File: config.mk
export PLATFORM = sky130hd
export DESIGN_NAME = calendar_date_stepper_flat
export DESIGN_NICKNAME = d
export VERILOG_FILES = /design/src/sv/cds_pkg.sv /design/src/sv/cds_if.sv /design/src/sv/cds_step_unit.sv /design/src/sv/cds_ctrl.sv /design/src/sv/calendar_date_stepper.sv /design/src/flat_wrapper.sv
export SDC_FILE = /design/constraint.sdc
export NUM_CORES = 1
export LEC_CHECK = 0
export BUFFER_PORTS_ARGS = -buffer_cell sky130_fd_sc_hd__buf_2
export CORE_UTILIZATION = 55
export DETAILED_ROUTE_END_ITERATION = 8
export GPL_TIMING_DRIVEN = 0
export PLACE_DENSITY = 0.76
export SYNTH_ARGS = -nofsm -noshare
export SYNTH_HDL_FRONTEND = slang
export SYNTH_SLANG_ARGS = --single-unit
File: constraint.sdc
create_clock -name i_clk -period 9.8 [get_ports i_clk]
set_input_delay 1.96 -clock i_clk [delete_from_list [all_inputs] [get_ports i_clk]]
set_output_delay 1.96 -clock i_clk [all_outputs]
set_load 0.02 [all_outputs]
File: src/sv/cds_pkg.sv
// Shared types, constants and date helper functions for the calendar date stepper.
// No dependencies; every other file of the block imports this package.
package cds_pkg;

    localparam int DAY_W      = 6;
    localparam int MON_W      = 4;
    localparam int OUT_YEAR_W = 14;
    localparam int OP_W       = 3;
    localparam int CNT_W      = 16;
    localparam int CNT_MAX    = (1 << CNT_W) - 1;

    localparam int RESET_YEAR = 1900;

    localparam logic [DAY_W-1:0] DAY_FIRST    = DAY_W'(1);
    localparam logic [DAY_W-1:0] DAYS_LONG    = DAY_W'(31);
    localparam logic [DAY_W-1:0] DAYS_SHORT   = DAY_W'(30);
    localparam logic [DAY_W-1:0] DAYS_FEB_LP  = DAY_W'(29);
    localparam logic [DAY_W-1:0] DAYS_FEB     = DAY_W'(28);
    localparam logic [MON_W-1:0] MON_JAN      = MON_W'(1);
    localparam logic [MON_W-1:0] MON_FEB      = MON_W'(2);
    localparam logic [MON_W-1:0] MON_APR      = MON_W'(4);
    localparam logic [MON_W-1:0] MON_JUN      = MON_W'(6);
    localparam logic [MON_W-1:0] MON_SEP      = MON_W'(9);
    localparam logic [MON_W-1:0] MON_NOV      = MON_W'(11);
    localparam logic [MON_W-1:0] MON_DEC      = MON_W'(12);

    typedef enum logic [OP_W-1:0] {
        OP_LOAD = 3'd0,
        OP_NEXT = 3'd1,
        OP_PREV = 3'd2,
        OP_FWD  = 3'd3,
        OP_BACK = 3'd4
    } t_op;

    typedef enum logic {
        ST_IDLE,
        ST_RUN
    } t_state;

    // Control strobes from the sequencer to the datapath.
    typedef struct packed {
        logic ready;        // block takes an item this cycle if one is offered
        logic accept;       // item taken this cycle
        logic step;         // shared unit advances the offset date
        logic done_direct;  // result of a load, single step or unused code goes out now
        logic done_offset;  // result of an offset walk goes out now
    } t_ctrl;

    function automatic logic is_short_month(input logic [MON_W-1:0] m);
        return (m == MON_APR) || (m == MON_JUN) || (m == MON_SEP) || (m == MON_NOV);
    endfunction

    function automatic logic date_ok(input logic [DAY_W-1:0] d,
                                     input logic [MON_W-1:0] m,
                                     input logic             leap);
        logic ok;
        ok = 1'b1;
        if (d < DAY_FIRST || d > DAYS_LONG || m < MON_JAN || m > MON_DEC) begin
            ok = 1'b0;
        end
        if (d > DAYS_SHORT && is_short_month(m)) begin
            ok = 1'b0;
        end
        if (d > DAYS_FEB_LP && m == MON_FEB) begin
            ok = 1'b0;
        end
        if (d > DAYS_FEB && m == MON_FEB && !leap) begin
            ok = 1'b0;
        end
        return ok;
    endfunction

    function automatic logic [DAY_W-1:0] month_len(input logic [MON_W-1:0] m,
                                                   input logic             leap);
        logic [DAY_W-1:0] len;
        len = DAYS_LONG;
        if (is_short_month(m)) begin
            len = DAYS_SHORT;
        end else if (m == MON_FEB) begin
            len = leap ? DAYS_FEB_LP : DAYS_FEB;
        end
        return len;
    endfunction

endpackage

File: src/sv/cds_if.sv
// Handshake channels of the calendar date stepper: request items and result items.
// Depends on cds_pkg for the field widths.
interface cds_in_if;
    import cds_pkg::*;

    logic                  valid;
    logic                  ready;
    logic [OP_W-1:0]       operation;
    logic [DAY_W-1:0]      load_day;
    logic [MON_W-1:0]      load_month;
    logic [OUT_YEAR_W-1:0] load_year;
    logic [CNT_W-1:0]      day_count;

    modport source (output valid, operation, load_day, load_month, load_year, day_count,
                    input ready);
    modport sink   (input valid, operation, load_day, load_month, load_year, day_count,
                    output ready);
endinterface

interface cds_out_if;
    import cds_pkg::*;

    logic                  valid;
    logic                  ready;
    logic [DAY_W-1:0]      out_day;
    logic [MON_W-1:0]      out_month;
    logic [OUT_YEAR_W-1:0] out_year;
    logic                  date_valid;

    modport source (output valid, out_day, out_month, out_year, date_valid, input ready);
    modport sink   (input valid, out_day, out_month, out_year, date_valid, output ready);
endinterface

File: src/sv/cds_step_unit.sv
// Shared one-day step unit: moves a date one day forward or backward.
// Depends on cds_pkg for the date checks and month lengths.
module cds_step_unit #(
    parameter int YEAR_BITS = 14
) (
    input  logic                       i_back,
    input  logic [cds_pkg::DAY_W-1:0]  i_day,
    input  logic [cds_pkg::MON_W-1:0]  i_month,
    input  logic [YEAR_BITS-1:0]       i_year,
    output logic [cds_pkg::DAY_W-1:0]  o_day,
    output logic [cds_pkg::MON_W-1:0]  o_month,
    output logic [YEAR_BITS-1:0]       o_year
);
    import cds_pkg::*;

    logic                 leap;
    logic [DAY_W-1:0]     t_day;
    logic [MON_W-1:0]     t_mon;
    logic [DAY_W-1:0]     w_day;
    logic [YEAR_BITS-1:0] y_next;

    // The leap bit only looks at the year, which does not change before the last check.
    assign leap   = (i_year[1:0] == 2'b00);
    assign t_day  = i_back ? (i_day - DAY_W'(1)) : (i_day + DAY_W'(1));
    assign t_mon  = i_back ? (i_month - MON_W'(1)) : (i_month + MON_W'(1));
    assign w_day  = i_back ? month_len(t_mon, leap) : DAY_FIRST;
    assign y_next = i_year + (i_back ? {YEAR_BITS{1'b1}} : YEAR_BITS'(1));

    always_comb begin
        o_day   = t_day;
        o_month = i_month;
        o_year  = i_year;
        if (!date_ok(t_day, i_month, leap)) begin
            o_day   = w_day;
            o_month = t_mon;
            if (!date_ok(w_day, t_mon, leap)) begin
                o_month = i_back ? MON_DEC : MON_JAN;
                o_year  = y_next;
            end
        end
    end

endmodule

File: src/sv/cds_ctrl.sv
// Sequencer of the calendar date stepper: state machine and day counter for offset walks.
// Depends on cds_pkg for the state type and the control struct.
module cds_ctrl (
    input  logic                       i_clk,
    input  logic                       i_rst_n,
    input  logic                       i_in_valid,
    input  logic                       i_offset,
    input  logic [cds_pkg::CNT_W-1:0]  i_count,
    input  logic                       i_out_free,
    output cds_pkg::t_ctrl             o_ctrl
);
    import cds_pkg::*;

    t_state           r_state, n_state;
    logic [CNT_W-1:0] r_cnt, n_cnt;
    t_ctrl            ctrl;

    always_ff @(posedge i_clk) begin
        if (!i_rst_n) begin
            r_state <= ST_IDLE;
            r_cnt   <= '0;
        end else begin
            r_state <= n_state;
            r_cnt   <= n_cnt;
        end
    end

    // Outputs of the sequencer.
    always_comb begin
        ctrl = '0;
        case (r_state)
            ST_IDLE: begin
                ctrl.ready       = i_out_free;
                ctrl.accept      = i_out_free && i_in_valid;
                ctrl.done_direct = ctrl.accept && !i_offset;
            end
            ST_RUN: begin
                ctrl.step        = (r_cnt != '0);
                ctrl.done_offset = (r_cnt == '0) && i_out_free;
            end
            default: begin
                ctrl = '0;
            end
        endcase
    end

    // Next state and counter.
    always_comb begin
        n_state = r_state;
        n_cnt   = r_cnt;
        case (r_state)
            ST_IDLE: begin
                if (ctrl.accept && i_offset) begin
                    n_state = ST_RUN;
                    n_cnt   = i_count;
                end
            end
            ST_RUN: begin
                if (ctrl.step) begin
                    n_cnt = r_cnt - CNT_W'(1);
                end
                if (ctrl.done_offset) begin
                    n_state = ST_IDLE;
                end
            end
            default: begin
                n_state = ST_IDLE;
            end
        endcase
    end

    assign o_ctrl = ctrl;

endmodule

File: src/sv/calendar_date_stepper.sv
// Calendar date stepper top level: stored date, offset date, result register.
// Depends on cds_pkg, cds_if, cds_step_unit and cds_ctrl.
//
// The block keeps one date (day, month, year; 1/1/1900 after reset) and answers every
// request item with exactly one result item. Load, next-day and previous-day requests
// update the stored date in the cycle the item is accepted, and the result is presented
// in the next cycle. Offset requests (forward or backward by day_count days, saturated
// to MAX_OFFSET) walk a copy of the stored date one day per cycle through a single
// shared step unit, so such an item occupies the block until its result is written;
// the stored date is left untouched by the walk. Leap years are all years divisible by
// four, with no century exception, and the year wraps within YEAR_BITS bits. The
// date_valid flag of every result tells whether the stored date is a real calendar
// date. One request is worked on at a time: ready is low while an offset walk runs,
// and an item may be accepted while the previous result is being taken. There is no
// clearing pass after reset.
module calendar_date_stepper #(
    parameter int MAX_OFFSET = 65535,
    parameter int YEAR_BITS  = 14
) (
    input  logic      i_clk,
    input  logic      i_rst_n,
    cds_in_if.sink    i_in,
    cds_out_if.source o_out
);
    import cds_pkg::*;

    // Saturation limit of the day counter.
    localparam int LIMIT = (MAX_OFFSET < CNT_MAX) ? MAX_OFFSET : CNT_MAX;

    t_ctrl                ctrl;
    logic                 offset_op;
    logic [CNT_W-1:0]     sat_count;
    logic                 out_free;

    // Stored date and the walking copy used by offset requests.
    logic [DAY_W-1:0]     r_cur_day, n_cur_day;
    logic [MON_W-1:0]     r_cur_mon, n_cur_mon;
    logic [YEAR_BITS-1:0] r_cur_year, n_cur_year;
    logic [DAY_W-1:0]     r_rep_day;
    logic [MON_W-1:0]     r_rep_mon;
    logic [YEAR_BITS-1:0] r_rep_year;
    logic                 r_back;

    // Result register.
    logic                  r_ovalid;
    logic [DAY_W-1:0]      r_oday;
    logic [MON_W-1:0]      r_omon;
    logic [OUT_YEAR_W-1:0] r_oyear;
    logic                  r_ook;

    // Shared step unit operands.
    logic                 su_back;
    logic [DAY_W-1:0]     su_day_i, su_day_o;
    logic [MON_W-1:0]     su_mon_i, su_mon_o;
    logic [YEAR_BITS-1:0] su_year_i, su_year_o;

    assign offset_op = (i_in.operation == OP_FWD) || (i_in.operation == OP_BACK);
    assign sat_count = (i_in.day_count > CNT_W'(LIMIT)) ? CNT_W'(LIMIT) : i_in.day_count;
    assign out_free  = !r_ovalid || o_out.ready;

    cds_ctrl u_ctrl (
        .i_clk      (i_clk),
        .i_rst_n    (i_rst_n),
        .i_in_valid (i_in.valid),
        .i_offset   (offset_op),
        .i_count    (sat_count),
        .i_out_free (out_free),
        .o_ctrl     (ctrl)
    );

    // The step unit serves the single-day requests while idle and the offset walk
    // while running; the two never need it in the same cycle.
    assign su_back   = ctrl.step ? r_back : (i_in.operation == OP_PREV);
    assign su_day_i  = ctrl.step ? r_rep_day  : r_cur_day;
    assign su_mon_i  = ctrl.step ? r_rep_mon  : r_cur_mon;
    assign su_year_i = ctrl.step ? r_rep_year : r_cur_year;

    cds_step_unit #(
        .YEAR_BITS (YEAR_BITS)
    ) u_step (
        .i_back  (su_back),
        .i_day   (su_day_i),
        .i_month (su_mon_i),
        .i_year  (su_year_i),
        .o_day   (su_day_o),
        .o_month (su_mon_o),
        .o_year  (su_year_o)
    );

    // New stored date for an accepted request.
    always_comb begin
        n_cur_day  = r_cur_day;
        n_cur_mon  = r_cur_mon;
        n_cur_year = r_cur_year;
        if (ctrl.accept) begin
            case (i_in.operation)
                OP_LOAD: begin
                    n_cur_day  = i_in.load_day;
                    n_cur_mon  = i_in.load_month;
                    n_cur_year = YEAR_BITS'(i_in.load_year);
                end
                OP_NEXT, OP_PREV: begin
                    n_cur_day  = su_day_o;
                    n_cur_mon  = su_mon_o;
                    n_cur_year = su_year_o;
                end
                default: begin
                    n_cur_day  = r_cur_day;
                    n_cur_mon  = r_cur_mon;
                    n_cur_year = r_cur_year;
                end
            endcase
        end
    end

    always_ff @(posedge i_clk) begin
        if (!i_rst_n) begin
            r_cur_day  <= DAY_FIRST;
            r_cur_mon  <= MON_JAN;
            r_cur_year <= YEAR_BITS'(RESET_YEAR);
            r_ovalid   <= 1'b0;
        end else begin
            r_cur_day  <= n_cur_day;
            r_cur_mon  <= n_cur_mon;
            r_cur_year <= n_cur_year;
            if (ctrl.done_direct || ctrl.done_offset) begin
                r_ovalid <= 1'b1;
            end else if (o_out.ready) begin
                r_ovalid <= 1'b0;
            end
        end
    end

    // Payload registers: walking copy and result fields.
    always_ff @(posedge i_clk) begin
        if (ctrl.accept) begin
            r_rep_day  <= n_cur_day;
            r_rep_mon  <= n_cur_mon;
            r_rep_year <= n_cur_year;
            r_back     <= (i_in.operation == OP_BACK);
        end else if (ctrl.step) begin
            r_rep_day  <= su_day_o;
            r_rep_mon  <= su_mon_o;
            r_rep_year <= su_year_o;
        end
        if (ctrl.done_direct) begin
            r_oday  <= n_cur_day;
            r_omon  <= n_cur_mon;
            r_oyear <= OUT_YEAR_W'(n_cur_year);
            r_ook   <= date_ok(n_cur_day, n_cur_mon, n_cur_year[1:0] == 2'b00);
        end else if (ctrl.done_offset) begin
            r_oday  <= r_rep_day;
            r_omon  <= r_rep_mon;
            r_oyear <= OUT_YEAR_W'(r_rep_year);
            r_ook   <= date_ok(r_cur_day, r_cur_mon, r_cur_year[1:0] == 2'b00);
        end
    end

    assign i_in.ready       = ctrl.ready;
    assign o_out.valid      = r_ovalid;
    assign o_out.out_day    = r_oday;
    assign o_out.out_month  = r_omon;
    assign o_out.out_year   = r_oyear;
    assign o_out.date_valid = r_ook;

    // An item is only taken when the result register can hold its answer.
    a_accept_room: assert property (@(posedge i_clk) disable iff (!i_rst_n)
        (i_in.valid && i_in.ready) |-> (!r_ovalid || o_out.ready))
        else $error("item accepted while an untaken result blocks the result register");

    // A result is never written over one that has not been taken.
    a_no_overwrite: assert property (@(posedge i_clk) disable iff (!i_rst_n)
        (ctrl.done_direct || ctrl.done_offset) |-> (!r_ovalid || o_out.ready))
        else $error("result register overwritten before it was taken");

    // The shared unit is never claimed by an offset step and a new request at once.
    a_unit_shared: assert property (@(posedge i_clk) disable iff (!i_rst_n)
        ctrl.step |-> (!ctrl.accept && !ctrl.ready))
        else $error("step unit claimed twice in one cycle");

    // An offset walk leaves the stored date alone.
    a_cur_stable: assert property (@(posedge i_clk) disable iff (!i_rst_n)
        ctrl.step |=> ($stable(r_cur_day) && $stable(r_cur_mon) && $stable(r_cur_year)))
        else $error("stored date changed during an offset walk");

endmodule

File: src/flat_wrapper.sv
// flat-port wrapper written by rule: the top's interface ports become plain ports
module calendar_date_stepper_flat import cds_pkg::*;
#(
    parameter int MAX_OFFSET = 65535,
    parameter int YEAR_BITS  = 14
)
  (i_clk, i_rst_n, i_in_valid, i_in_operation, i_in_load_day, i_in_load_month, i_in_load_year, i_in_day_count, i_in_ready, o_out_valid, o_out_out_day, o_out_out_month, o_out_out_year, o_out_date_valid, o_out_ready);
  cds_in_if i_in_i ();
  cds_out_if o_out_i ();
  input  logic i_clk;
  input  logic i_rst_n;
  input wire logic [$bits(i_in_i.valid)-1:0] i_in_valid;
  input wire logic [$bits(i_in_i.operation)-1:0] i_in_operation;
  input wire logic [$bits(i_in_i.load_day)-1:0] i_in_load_day;
  input wire logic [$bits(i_in_i.load_month)-1:0] i_in_load_month;
  input wire logic [$bits(i_in_i.load_year)-1:0] i_in_load_year;
  input wire logic [$bits(i_in_i.day_count)-1:0] i_in_day_count;
  output wire logic [$bits(i_in_i.ready)-1:0] i_in_ready;
  output wire logic [$bits(o_out_i.valid)-1:0] o_out_valid;
  output wire logic [$bits(o_out_i.out_day)-1:0] o_out_out_day;
  output wire logic [$bits(o_out_i.out_month)-1:0] o_out_out_month;
  output wire logic [$bits(o_out_i.out_year)-1:0] o_out_out_year;
  output wire logic [$bits(o_out_i.date_valid)-1:0] o_out_date_valid;
  input wire logic [$bits(o_out_i.ready)-1:0] o_out_ready;
  assign i_in_i.valid = i_in_valid;
  assign i_in_i.operation = i_in_operation;
  assign i_in_i.load_day = i_in_load_day;
  assign i_in_i.load_month = i_in_load_month;
  assign i_in_i.load_year = i_in_load_year;
  assign i_in_i.day_count = i_in_day_count;
  assign i_in_ready = i_in_i.ready;
  assign o_out_valid = o_out_i.valid;
  assign o_out_out_day = o_out_i.out_day;
  assign o_out_out_month = o_out_i.out_month;
  assign o_out_out_year = o_out_i.out_year;
  assign o_out_date_valid = o_out_i.date_valid;
  assign o_out_i.ready = o_out_ready;
  calendar_date_stepper #(.MAX_OFFSET(MAX_OFFSET), .YEAR_BITS(YEAR_BITS)) u_core (.i_clk(i_clk), .i_rst_n(i_rst_n), .i_in(i_in_i), .o_out(o_out_i));
endmodule
; ---- Yosys cells after proc, flatten, opt, wreduce, memory -nomap -nowiden
; Index checks and enable logic that the tools add are counted.
; W data, S select, Z words.
[classes]
n_addsub = 6
eq_ne = 26
reduce_logical = 63
order_cmp = 29
bitwise_logic = 1
muxes = 67
[op_table]
columns = operator, n
row1 = $mux W14, 9
row2 = $gt A6 B5 Y1 const B, 16
row3 = $mux W6, 9
row4 = $mux W16, 3
row5 = $mux W4, 10
row6 = $eq A4 B3 Y1 const B, 8
row7 = $eq A4 B4 Y1 const B, 8
row8 = $pmux W16 S2, 1
row9 = $mux W1, 28
row10 = $pmux W14 S2, 1
row11 = $logic_or A1 B1 Y1, 27
row12 = $lt A6 B1 Y1 const B, 4
row13 = $logic_and A1 B1 Y1, 20
row14 = $eq A4 B2 Y1 const B, 4
row15 = $gt A16 B16 Y1 const B, 1
row16 = $gt A4 B4 Y1 const B, 4
row17 = $logic_not A16 Y1, 1
row18 = $lt A4 B1 Y1 const B, 4
row19 = $reduce_bool A16 Y1, 1
row20 = $sub A16 B1 Y16 const B, 1
row21 = $add A14 B14 Y14, 1
row22 = $pmux W6 S2, 1
row23 = $pmux W4 S2, 1
row24 = $add A6 B1 Y6 const B, 1
row25 = 17 further kinds, 28
[totals]
ff_bits = 92
word_cells = 206
out_inout_bits = 27

; ---- Depth between registers and ports, before layout
[depth]
ltp_word = 33
depth_mapped = 26
ltp_nobuf = 21

; ---- Modules after synthesis
; From an unflattened synthesis, not the netlist that was laid out.
[unflattened]
cells_unflattened = 680
hier_area_um2 = 6653.9
[by_module_without_submodules]
columns = module, area_each_um2, cells_per_inst, seq_area_each_um2, n_inst
row1 = calendar_date_stepper, 3942.5, 337, 2001.9, 1
row2 = cds_step_unit, 1519.0, 195, 0.0, 1
row3 = cds_ctrl, 1192.4, 148, 340.3, 1

; ---- Worst setup path after synthesis
; OpenSTA, ideal clock, no wires.
[synth_path]
path_type = in2reg
startpoint = input port i_in_operation[0]
endpoint = register u_core.r_ook, in the netlist u_core.o_out.date_valid, data pin
setup_time_ns = 0.266
arrival_ns = 5.933
required_ns = 9.534
slack_ns = 3.601
path_stages = 17
path_cell_list = clkbuf_1 > nor3b_1 > mux2_4 > ha_1 > ha_1 > o22ai_1 > nand3_1 > and3_1 > a2111oi_0 > and2b_1 > nor3_4 > mux2_1 > o21ai_0 > inv_1 > or3_1 > a31oi_1 > a211oi_2
[synth_between]
elab_chain_cells = 31
elab_cells_between_ends = 102
cone_classes = add/sub (1) / order compare (19) / eq/ne (14) / mux (34) / reduce/logical (34)
[synth_rtl]
columns = element, line_no
row1 = start: declaration, flat_wrapper.sv:13  ; input wire logic [$bits(i_in_i.operation)-1:0] i_in_operation;
row2 = branches (longest 30 deep; another with $lt A6 B1 Y1), --
row3 = $mux W1 *, calendar_date_stepper.sv:146  ; if (ctrl.done_direct) begin
row4 = end signal: assignment, calendar_date_stepper.sv:150  ; r_ook <= date_ok(n_cur_day, n_cur_mon, n_cur_year[1:0] == 2'b00);
row5 = end signal: assignment, calendar_date_stepper.sv:155  ; r_ook <= date_ok(r_cur_day, r_cur_mon, r_cur_year[1:0] == 2'b00);
row6 = end: declaration, calendar_date_stepper.sv:49  ; logic r_ook;
; Mark *: on every way between the ends. The select of a mux whose other input is x is not followed.
; A chain may end at the register's enable or synchronous reset.

; ---- Worst setup path after layout
[layout_path]
startpoint = register u_core.u_ctrl.r_cnt[0]
endpoint = register u_core.r_ook, in the netlist u_core.o_out.date_valid, data pin
[layout_between]
elab_chain_cells = 33
elab_cells_between_ends = 114
cone_classes = add/sub (5) / order compare (21) / eq/ne (15) / mux (38) / reduce/logical (35)
[layout_rtl]
columns = element, line_no
row1 = start: declaration, cds_ctrl.sv:15  ; logic [CNT_W-1:0] r_cnt, n_cnt;
row2 = start signal: assignment, cds_ctrl.sv:24  ; r_cnt <= n_cnt;
row3 = $reduce_bool A16 Y1 *, cds_ctrl.sv:38  ; ctrl.step = (r_cnt != '0);
row4 = $mux W1 *, cds_ctrl.sv:31  ; case (r_state)
row5 = branches (longest 29 deep; another with $lt A6 B1 Y1), --
row6 = $mux W1 *, cds_pkg.sv:67  ; if (d > DAYS_FEB && m == MON_FEB && !leap) begin
row7 = $mux W1 *, calendar_date_stepper.sv:146
; Marked as above.

==> impl_metrics.tcl <==
set metrics [dict create \
    critPathSlowestCell "or4b_2" \
    finalSetupViolations 0 \
    fin_crit_ns 7.25 \
    fin_util 0.645 \
    drc 7 \
    cts_hold_buf 0 \
    cts_buffer_depth 2 \
    root_buffer "clkbuf_16" \
    outcome "finished, violations left" \
    drv_slew 0 \
    leakagePower_uw 0.00306 \
    ys_dominant_reg_cell "edfxtp_1" \
    cp.arrival_ns 7.35 \
    initial_core_util 0.573 \
    grt.overflow.total 0 \
    hold_viol_final 0 \
    antenna_cells 0 \
    numCtsBuffers 9 \
    path_clk_slew_ns 0.07 \
    path_class "flop to flop" \
    layout-drive-gt1-share 0.147 \
    critPathBufInv 5 \
    synth-seq-area-share 0.354 \
    tightest_slew_ns 1.37 \
    gp_congestion 0.987 \
    vias_per_cell 6.61 \
    core_area_um2 11600 \
    violations "DRC" \
    rsz0062_at_grt "false" \
    ir_drop_v 0.000143 \
    place_ws_ns 2.67 \
    syn_nets 852 \
    finalWirelength_um 21700 \
    fin_skew_ns 0.00990 \
    crit_fanout 10 \
    cts_setup_buffers 0 \
    powerDensity_nw_per_um2 184 \
    slew_headroom 0.0822 \
    cp-start-kind "flop" \
    min_period_over_period 0.739 \
    row_count 39 \
    finalSetupTns_ns 0 \
    syn_inst 777 \
    die_w_um 112 \
    clk_latency_ns 0.36 \
    synth_cell_types 77 \
    ioPinCount 74 \
    port_buffers 72 \
    grt_max_degree 27 \
    crit_chain "inv_1 > ha_1 > or4b_2 > o41ai_4 > buf_2 > buf_1 > clkbuf_1 > nand2_1 > nand2_1 > ha_1 > ha_1 > o22ai_1 > nand3_1 > and3_1 > a2111oi_0 > and2b_1 > nor3_4 > mux2_1 > o21ai_0 > inv_1 > or3_1 > a31oi_1 > a211oi_2" \
    grt_pass1_wl_um 33700 \
    synth_edf_count 50 \
    critPathMaxStageDelay_ns 0.66 \
    first_iter_violations 707 \
    firstDrtPassIters 8 \
    htree_levels 3 \
    required_ns 9.90 \
    avgSynthCellArea_um2 8.52 \
    cts-resized-gates 0 \
    area_growth_pct 12.7 \
    async_reset_ff_frac 0 \
    track_usage 0.351 \
    fillers 981 \
    cts_tree "yes" \
    wl_per_cell_um 21.5 \
    hpwl_um 15300 \
    syn_area_um2 6620 \
    hold_class "flop to flop" \
    hold_ws_ns 0.534 \
    fin_ws_ns 2.55 \
    drv_cap 0 \
    fin_nets 935 \
    grt_pass1_vias 6241 \
    clock.fmax_ghz 0.138 \
    cts_sinks 92 \
    detail-route-antenna-nets 0 \
    die_h_um 112 \
    endpoint_kind "flop" \
    cp_common_cell "ha_1" \
    layout.cells.non_filler 1008 \
    dp_cells 992 \
    antenna_found_initial 0 \
    crit_family "simple AND/OR/NAND/NOR gates" \
    yosysWarnings 0 \
    die-area_um2 12500 \
    via_count 6660 \
    synth.ff_latch_count 92 \
]
==> routing by layer <==
layer,global-route usage,wire (um)
met5,0,0
met4,0.122,669
met3,0.0974,2620
met2,0.535,9560
met1,0.477,8870
==> flip-flops by register name, summed over array words and instances (netlist names) <==
register	cells
u_core.o_out.date_valid	1
u_core.r_cur_year	14
u_core.r_rep_day	6
u_core.o_out.out_month	4
u_core.r_cur_mon	4
u_core.o_out.valid	1
u_core.o_out.out_day	6
u_core.u_ctrl.r_cnt	16
u_core.o_out.out_year	14
u_core.u_ctrl.r_state	1
u_core.r_back	1
u_core.r_cur_day	6
u_core.r_rep_year	14
u_core.r_rep_mon	4
==> final timing paths <==
path | from | to | slack (ns) | depth (start not counted)
worst min-delay path | u_core.r_cur_year[8]$_SDFF_PN1_ | u_core.r_cur_year[8]$_SDFF_PN1_ | 0.53 | 2
worst max-delay path | u_core.u_ctrl.r_cnt[0]$_SDFFE_PN0P_ | u_core.o_out.date_valid$_DFFE_PP_ | 2.55 | 23
worst min register to register | u_core.r_cur_year[8]$_SDFF_PN1_ | u_core.r_cur_year[8]$_SDFF_PN1_ | 0.53 | 2
worst max register to register | u_core.u_ctrl.r_cnt[0]$_SDFFE_PN0P_ | u_core.o_out.date_valid$_DFFE_PP_ | 2.55 | 23
==> power breakdown <==
group,internal (uW),switching (uW)
combinational,187,324
sequential,473,33.6
clock,203,156
==> placed cells by master, fill, tap and decap left out, types with 10 or more instances in the layout <==
cell type,netlist,routed
a21oi_1,58,58
nand2_1,115,115
a31oi_1,10,10
clkbuf_1,40,42
inv_1,18,18
o21ai_1,17,17
o31ai_1,10,10
o22ai_1,14,14
clkbuf_16,0,11
mux2_2,14,14
mux2i_1,14,14
and2_1,14,14
nor3_1,11,11
xnor2_1,15,15
nor2b_1,20,20
nor2_1,64,64
ha_1,26,26
dfxtp_1,42,42
edfxtp_1,50,50
a22oi_1,34,34
buf_2,2,74
o21ai_0,37,37
==> synthesized netlist by cell type, types with 7 or more instances <==
library cell,number,share of area
o31ai_1,10,0.011
o22ai_1,14,0.013
mux2i_1,14,0.021
nor3_1,11,0.0083
nand3_1,8,0.0060
a32oi_1,8,0.011
and3_1,8,0.0076
a21oi_1,58,0.044
a31oi_1,10,0.0094
dfxtp_1,42,0.13
a22oi_1,34,0.039
nor4_1,7,0.0066
nand2b_1,7,0.0066
xor2_1,7,0.0093
inv_1,18,0.010
nor2_1,64,0.036
o21ai_1,17,0.013
nand2_1,115,0.065
xnor2_1,15,0.020
nor2b_1,20,0.019
o21ai_0,37,0.028
and2_1,14,0.013
clkbuf_1,40,0.023
mux2_2,14,0.024
edfxtp_1,50,0.23
ha_1,26,0.049
a21o_1,7,0.0079
==> through the flow <==
step / power, uW / area (um2)
global placement: 995 / 7160
floorplan: 866 / 6620
global route: 1440 / 7460
finish: 1380 / 7460
CTS: 1360 / 7460
detailed placement: 1010 / 7160
==> worst min-delay path: stages (launching register included) <==
cell     delay (ns)
dfxtp_1        0.35
a21oi_1        0.09
nand2_1        0.06
==> layout make-up <==
cell class	instances	area [um2]	area share
Clock buffer	13	283	0.0379
Clock inverter	3	17.5	0.00235
Timing Repair Buffer	72	360	0.0483
Multi-Input combinational cell	615	4000	0.536
Tap cell	143	179	0.0240
Sequential cell	92	2340	0.314
Inverter	20	75.1	0.0101
Buffer	50	201	0.0270
==> cell families (layout without fill, tap and decap cells) <==
kind of cell | Yosys count | after routing | share of synthesized area
simple gates | 279 | 279 | 0.200
compound gates | 252 | 252 | 0.264
flops | 92 | 92 | 0.354
buf+inv | 70 | 158 | 0.0418
mux | 34 | 34 | 0.0563
fa+ha+maj | 28 | 28 | 0.0552
xor+xnor | 22 | 22 | 0.0291
Note: power is estimated with default switching activity, not from simulation.
